===== src/rtl/ltx_pkg.sv =====
// Shared types, widths and constant tables for the lat-long texel address block.
// Used by ltx_isqrt, ltx_cordic and latlong_texel_address. No dependencies.
package ltx_pkg;

  // Field and register widths
  localparam int COMP_W   = 16;
  localparam int WIDTH_W  = 13;
  localparam int HEIGHT_W = 12;
  localparam int FRAC_W   = 16;
  localparam int COL_W    = 12;
  localparam int ROW_W    = 11;
  localparam int IDX_W    = 23;
  localparam int MAX_WIDTH  = 4096;
  localparam int MAX_HEIGHT = 2048;

  // Components are scaled up by this many bits before the angle work
  localparam int SCALE_SH = 30 - COMP_W;

  // Register indexes
  typedef enum logic [0:0] {
    REG_MAP_WIDTH  = 1'b0,
    REG_MAP_HEIGHT = 1'b1
  } reg_idx_t;

  // CORDIC datapath
  localparam int CW            = 33;  // vector component width
  localparam int AW            = 35;  // angle accumulator, 2^-32 turn units
  localparam int CORDIC_STEPS  = 24;
  localparam int CORDIC_STAGES = CORDIC_STEPS / 2;

  localparam logic [29:0] ATAN_TURNS [CORDIC_STEPS] = '{
    30'd536870912, 30'd316933405, 30'd167458907, 30'd85004756,
    30'd42667331,  30'd21354465,  30'd10679838,  30'd5340245,
    30'd2670163,   30'd1335087,   30'd667544,    30'd333772,
    30'd166886,    30'd83443,     30'd41721,     30'd20860,
    30'd10430,     30'd5215,      30'd2608,      30'd1304,
    30'd652,       30'd326,       30'd163,       30'd81
  };

  localparam logic signed [AW-1:0] HALF_TURN = AW'(32'h8000_0000);

  typedef struct packed {
    logic signed [CW-1:0] a;
    logic signed [CW-1:0] b;
    logic signed [AW-1:0] acc;
  } cstage_t;

  // Integer square root datapath
  localparam int SQ_IN_W   = 60;
  localparam int SQ_RT_W   = 61;
  localparam int SQ_STEPS  = 30;
  localparam int SQ_STAGES = SQ_STEPS / 2;
  localparam int SQ_TOP    = 58;   // exponent of the first trial bit
  localparam int ROOT_W    = 30;

  typedef struct packed {
    logic [SQ_IN_W-1:0] rem;
    logic [SQ_RT_W-1:0] root;
  } sqstage_t;

  // Overall pipeline: stage of the output register
  localparam int OUT_STAGE = 33;

  // One CORDIC vectoring step, fixed i per instance so the shifts are wiring
  function automatic cstage_t cordic_iter(input cstage_t s, input int unsigned i);
    cstage_t o;
    logic signed [CW-1:0] da;
    logic signed [CW-1:0] db;
    logic signed [AW-1:0] ang;
    da  = s.b >>> i;
    db  = s.a >>> i;
    ang = AW'(ATAN_TURNS[i]);
    if (!s.a[CW-1]) begin
      o.b   = s.b + db;
      o.a   = s.a - da;
      o.acc = s.acc + ang;
    end else begin
      o.b   = s.b - db;
      o.a   = s.a + da;
      o.acc = s.acc - ang;
    end
    return o;
  endfunction

  // One restoring square root step
  function automatic sqstage_t sqrt_iter(input sqstage_t s, input int unsigned j);
    sqstage_t o;
    logic [SQ_RT_W-1:0] bitv;
    logic [SQ_RT_W-1:0] trial;
    bitv  = SQ_RT_W'(1) << (SQ_TOP - 2 * j);
    trial = s.root + bitv;
    if ({1'b0, s.rem} >= trial) begin
      o.rem  = s.rem - trial[SQ_IN_W-1:0];
      o.root = (s.root >> 1) + bitv;
    end else begin
      o.rem  = s.rem;
      o.root = s.root >> 1;
    end
    return o;
  endfunction

endpackage


===== src/rtl/ltx_isqrt.sv =====
// Pipelined integer square root, two restoring steps per stage.
// Depends on ltx_pkg.
module ltx_isqrt import ltx_pkg::*; (
  input  logic                clk,
  input  logic                en,
  input  logic [SQ_IN_W-1:0]  n_in,
  output logic [ROOT_W-1:0]   root_out
);

  sqstage_t st_r [SQ_STAGES];
  sqstage_t init_s;

  assign init_s.rem  = n_in;
  assign init_s.root = '0;

  // Stage k does steps 2k and 2k+1
  for (genvar k = 0; k < SQ_STAGES; k++) begin : g_stage
    sqstage_t prev_s;
    if (k == 0) begin : g_first
      assign prev_s = init_s;
    end else begin : g_next
      assign prev_s = st_r[k-1];
    end
    always_ff @(posedge clk) begin
      if (en) begin
        st_r[k] <= sqrt_iter(sqrt_iter(prev_s, 2 * k), 2 * k + 1);
      end
    end
  end

  assign root_out = st_r[SQ_STAGES-1].root[ROOT_W-1:0];

endmodule


===== config.mk =====
export PLATFORM = sky130hd
export DESIGN_NAME = ltx_isqrt
export DESIGN_NICKNAME = d
export VERILOG_FILES = /design/src/rtl/ltx_pkg.sv /design/src/rtl/ltx_isqrt.sv
export SDC_FILE = /design/constraint.sdc
export NUM_CORES = 2
export LEC_CHECK = 0
export BUFFER_PORTS_ARGS = -buffer_cell sky130_fd_sc_hd__buf_2
export CAP_MARGIN = 15
export CORE_ASPECT_RATIO = 0.75
export CORE_MARGIN = 2
export CORE_UTILIZATION = 46
export DETAILED_ROUTE_END_ITERATION = 6
export MAX_ROUTING_LAYER = met4
export SYNTH_ARGS = -nofsm -noshare
export SYNTH_HDL_FRONTEND = slang
export SYNTH_SLANG_ARGS = --single-unit

===== constraint.sdc =====
create_clock -name clk -period 10.3 [get_ports clk]
set_input_delay 0.515 -clock clk [delete_from_list [all_inputs] [get_ports clk]]
set_output_delay 0.515 -clock clk [all_outputs]
set_load 0.05 [all_outputs]

==> results.txt <==
The flow ran to the end, and the final reports show no timing, DRC or antenna violations. Once layout is done, the placed cells without fillers occupy 79900 µm². The number of flip-flops under the largest register name came out at 1080. In the routed design, unresolved DRC markers number 0. The Yosys step of the flow raised 0 warnings. The commonest cells after synthesis are edfxtp_1 (1080), nor2_1 (629), nand2_1 (596), a21oi_1 (593), ha_1 (505). The final-report hold violation count came out at 0. The mean cell area of the mapped netlist is 9.88 µm².

The post-synthesis instance area is 72800 µm². The count of unique library cells instantiated by Yosys came out at 96. Dividing the detail-routed via count by the number of cells gives 5.92. The via count of the first global-routing pass is 53400. In the final layout, the registers with the most flip-flops are st_r (1080).

The arrival time of the worst setup path is 9.01 ns. The number of nets in the layout came out at 8033. The simple-gate share of the synthesized area is 0.182. Among all stages on the critical path, the largest delay is contributed by nor4_1.

After clock tree synthesis, the clock-pin slew on the worst setup and hold paths is 0.07 ns. The count of final max-slew check failures was 0. The synthesis-to-layout area growth is 9.72%. For this run, the detailed router's first-pass iteration total came to 7. The first routing iteration left 5952 violations. The number of violations of the max-capacitance limit came out at 0. The ratio of total power to cell area is 252 nW/µm². The share of the synthesized area in the top cell type is 0.446. The initial core utilization is 0.463. Counting stages on the worst path, the most repeated cell is o21ai_0. The register bit count reported by yosys came out at 1080. The ratio of cells with drive above 1 in the final layout came out at 0.0613. For the worst-skew pair, the clock arrives at the later sink with an insertion delay of 0.77 ns. The pin count of the biggest net entering global routing came out at 183.

The maximum fanout along the worst path is 58. The biggest area contributor in the post-synthesis netlist is edfxtp_1. The initial antenna violation count came out at 7.

The horizontal die dimension is 463 µm. Setup repair after global routing left no endpoint under its margin. The most used flip-flop cell after synthesis is edfxtp_1. By area, the combinational part of the netlist is dominated by simple AND/OR/NAND/NOR gates. Buffers added to address setup during post-CTS repair amount to 0. The endpoint required time on the critical path came out at 10.76 ns. The number of ports placed on the die boundary is 92. The post-place instance area came out at 75500 µm². The cell at the root of the clock tree is clkbuf_16.

The all-layer global routing usage is 0.260. The sequential cells in the finished layout cover a total of 32400 µm². The startpoint type of the worst setup path is a flop. TritonCTS built the clock tree.

The register name with the most flops is st_r. Counting the fill cells in the layout gives 14300. The worst slew margin relative to its limit is 0.196. The worst clock skew came out at 0.0524 ns. The total number of placement rows came out at 126.

The die covers 161000 µm². The maximum ir drop on the vdd rail is 0.171 mV. Counting every instance in the synthesized netlist gives 7367.

In this design, the largest share of critical-path delay is due to simple AND/OR/NAND/NOR gates. The proportion of synthesized area in mux cells is 0.0141. For this design, the CTS-stage hold fixing added 56 buffers. By instance count, the leading cell after synthesis is edfxtp_1.

The transition at the pin with the smallest max-transition slack is 1.19 ns. In this run the deepest clock path goes through 3 buffers. The depth of the CTS H-tree came out at 3. The combined buffer and inverter count along the critical path came out at 2. The floorplan die height is 348 µm.

Of the synthesized area, sequential elements account for 0.446. The post-synthesis adder-cell area fraction came out at 0.0868. The final setup TNS came out at 0 ns. Summing over every cut layer, the via total after detailed routing is 57300.

The number of enable flip-flop cells after synthesis came out at 1080. The setup slack of the critical path after layout came out at 1.75 ns. The post-detailed-route count of antenna-violating nets is 0.

The analysis attributes to cell leakage a power of 30.7 nW. The final weighted congestion of routability-driven global placement came out at 0.923. In this run, CTS created clock tree buffers numbering 110. The kind of path behind the tightest hold check is in2reg. The total length of routed wires came out at 210000 µm. The setup slack after placement came out at 2.02 ns. The post-synthesis xor/xnor area fraction came out at 0.0850.

The post-layout minimum cycle time came out at 8.55 ns. By startpoint and endpoint, the worst setup path is classified as reg2reg. Post-CTS repair changed the size of 0 cells.

The first-pass GRT wire length came out at 320000 µm. Traced cell by cell, the critical path runs through or4_1, nor4_1, nand4_1, and4b_1, nand2_1, inv_1, o21ai_0, ha_1, nand4_1, nor4_1, a221oi_1, o21ai_0, or4_1, o21ai_0, o21ai_0, nor3_1, and2_1, nand4_1, buf_4, nor3b_2, and3_1, xnor2_1. The clock net sink count is 1080. The synthesized net count is 7934.

The count of input and output buffers is 91. The fmax came out at 117 MHz. The number of setup violations in the final report is 0. The peak per-stage delay on the critical path came out at 0.90 ns. The wire length per cell came out at 21.7 µm. The share of flip-flops with an asynchronous set or reset came out at 0. The compound-gate portion of the synthesized area is 0.153. After global routing the overflow that remains totals 0. After synthesis, the cell types taking the most area are edfxtp_1 (45%), ha_1 (8.7%), xnor2_1 (5.6%).

Detailed placement finished with a half-perimeter wire length of 162000 µm. Summing all multi-input logic gate instances after layout gives 38000 µm². The placeable core region is 157000 µm².

The final critical-path share of the clock period came out at 0.830. The element type at the critical path end is a flop.
## logic make-up after synthesis
kind of cell / after synthesis
muxes: 94
and+or+nand+nor: 2603
DFF: 1080
AOI/OAI and AO/OA: 1749
buffers and inverters: 630
adders and majority gates: 505
xor gates and xnor gates: 706
## worst register-to-register path, delay by kind of cell, from the launching register on
kind,cells,cell delay [ns]
adders and majority gates,1,0.36
buffers and inverters,2,0.88
DFF,1,0.38
AOI/OAI and AO/OA,5,1.45
xor gates and xnor gates,1,0.11
and+or+nand+nor,13,5.04
## power breakdown
| group | internal (mW) | switching, mW | total, mW | leakage [nW] |
|---|---|---|---|---|
| Combinational | 3.72 | 5.53 | 9.25 | 18.5 |
| Sequential | 5.96 | 0.705 | 6.66 | 10.3 |
| Clock | 2.38 | 1.82 | 4.20 | 1.82 |
## layout make-up
type	instances	share of cell area
flip-flops and latches	1080	0.406
repair buffers	183	0.0172
clock buffers	123	0.0351
multi-input cells	5657	0.476
diodes	9	0.000282
well taps	2112	0.0331
clock inverters	81	0.0123
inverters	434	0.0204
## cells in the final DEF, fill, tap and decap left out, types with 76 or more instances in the layout
master / netlist / routed
clkbuf_16: 0 / 110
o21ai_0: 322 / 322
edfxtp_1: 1080 / 1080
xnor2_1: 463 / 463
nand4_1: 153 / 153
a21oi_1: 593 / 593
buf_2: 17 / 90
ha_1: 505 / 505
inv_1: 425 / 425
nand2b_1: 85 / 85
xor2_1: 243 / 243
nor4_1: 206 / 205
nor2b_1: 82 / 82
nor2_1: 629 / 629
nor3_1: 197 / 197
a21o_1: 239 / 239
nand3_1: 179 / 179
and3_1: 76 / 76
nand2_1: 596 / 596
or3_1: 84 / 84
## metal layers
layer / routed length, µm / up-vias / global-route usage
met5: 0 / - / -
li1: - / 27700 / -
met3: 14400 / 281 / 0.0442
met4: 4640 / 0 / 0.0562
met2: 89300 / 1778 / 0.375
met1: 101000 / 27500 / 0.381
## worst paths after layout
kind	startpoint	end	slack, ns	cells after the start
worst max-delay path	st_r[1][424]$_DFFE_PP_	st_r[1][603]$_DFFE_PP_	1.75	22
worst min-delay path	n_in[57]	st_r[0][118]$_DFFE_PP_	0.11	3
worst max register to register	st_r[1][424]$_DFFE_PP_	st_r[1][603]$_DFFE_PP_	1.75	22
worst min register to register	st_r[1][428]$_DFFE_PP_	st_r[1][549]$_DFFE_PP_	0.44	0
## metrics by stage
| stage | utilization | power [mW] | hold WS (ns) | cells |
|---|---|---|---|---|
| after floorplan | - | 13.4 | 0.417 | 7367 |
| after detailed placement | 0.480 | 15.8 | 0.426 | 9410 |
| after global placement | 0.480 | 15.8 | 0.425 | 9409 |
| after global routing | 0.508 | 21.5 | 0.0872 | 9676 |
| after CTS | 0.508 | 20.1 | 0.0572 | 9670 |
| final | 0.508 | 20.1 | 0.113 | 9679 |
Power figures use the tool's default switching activity.
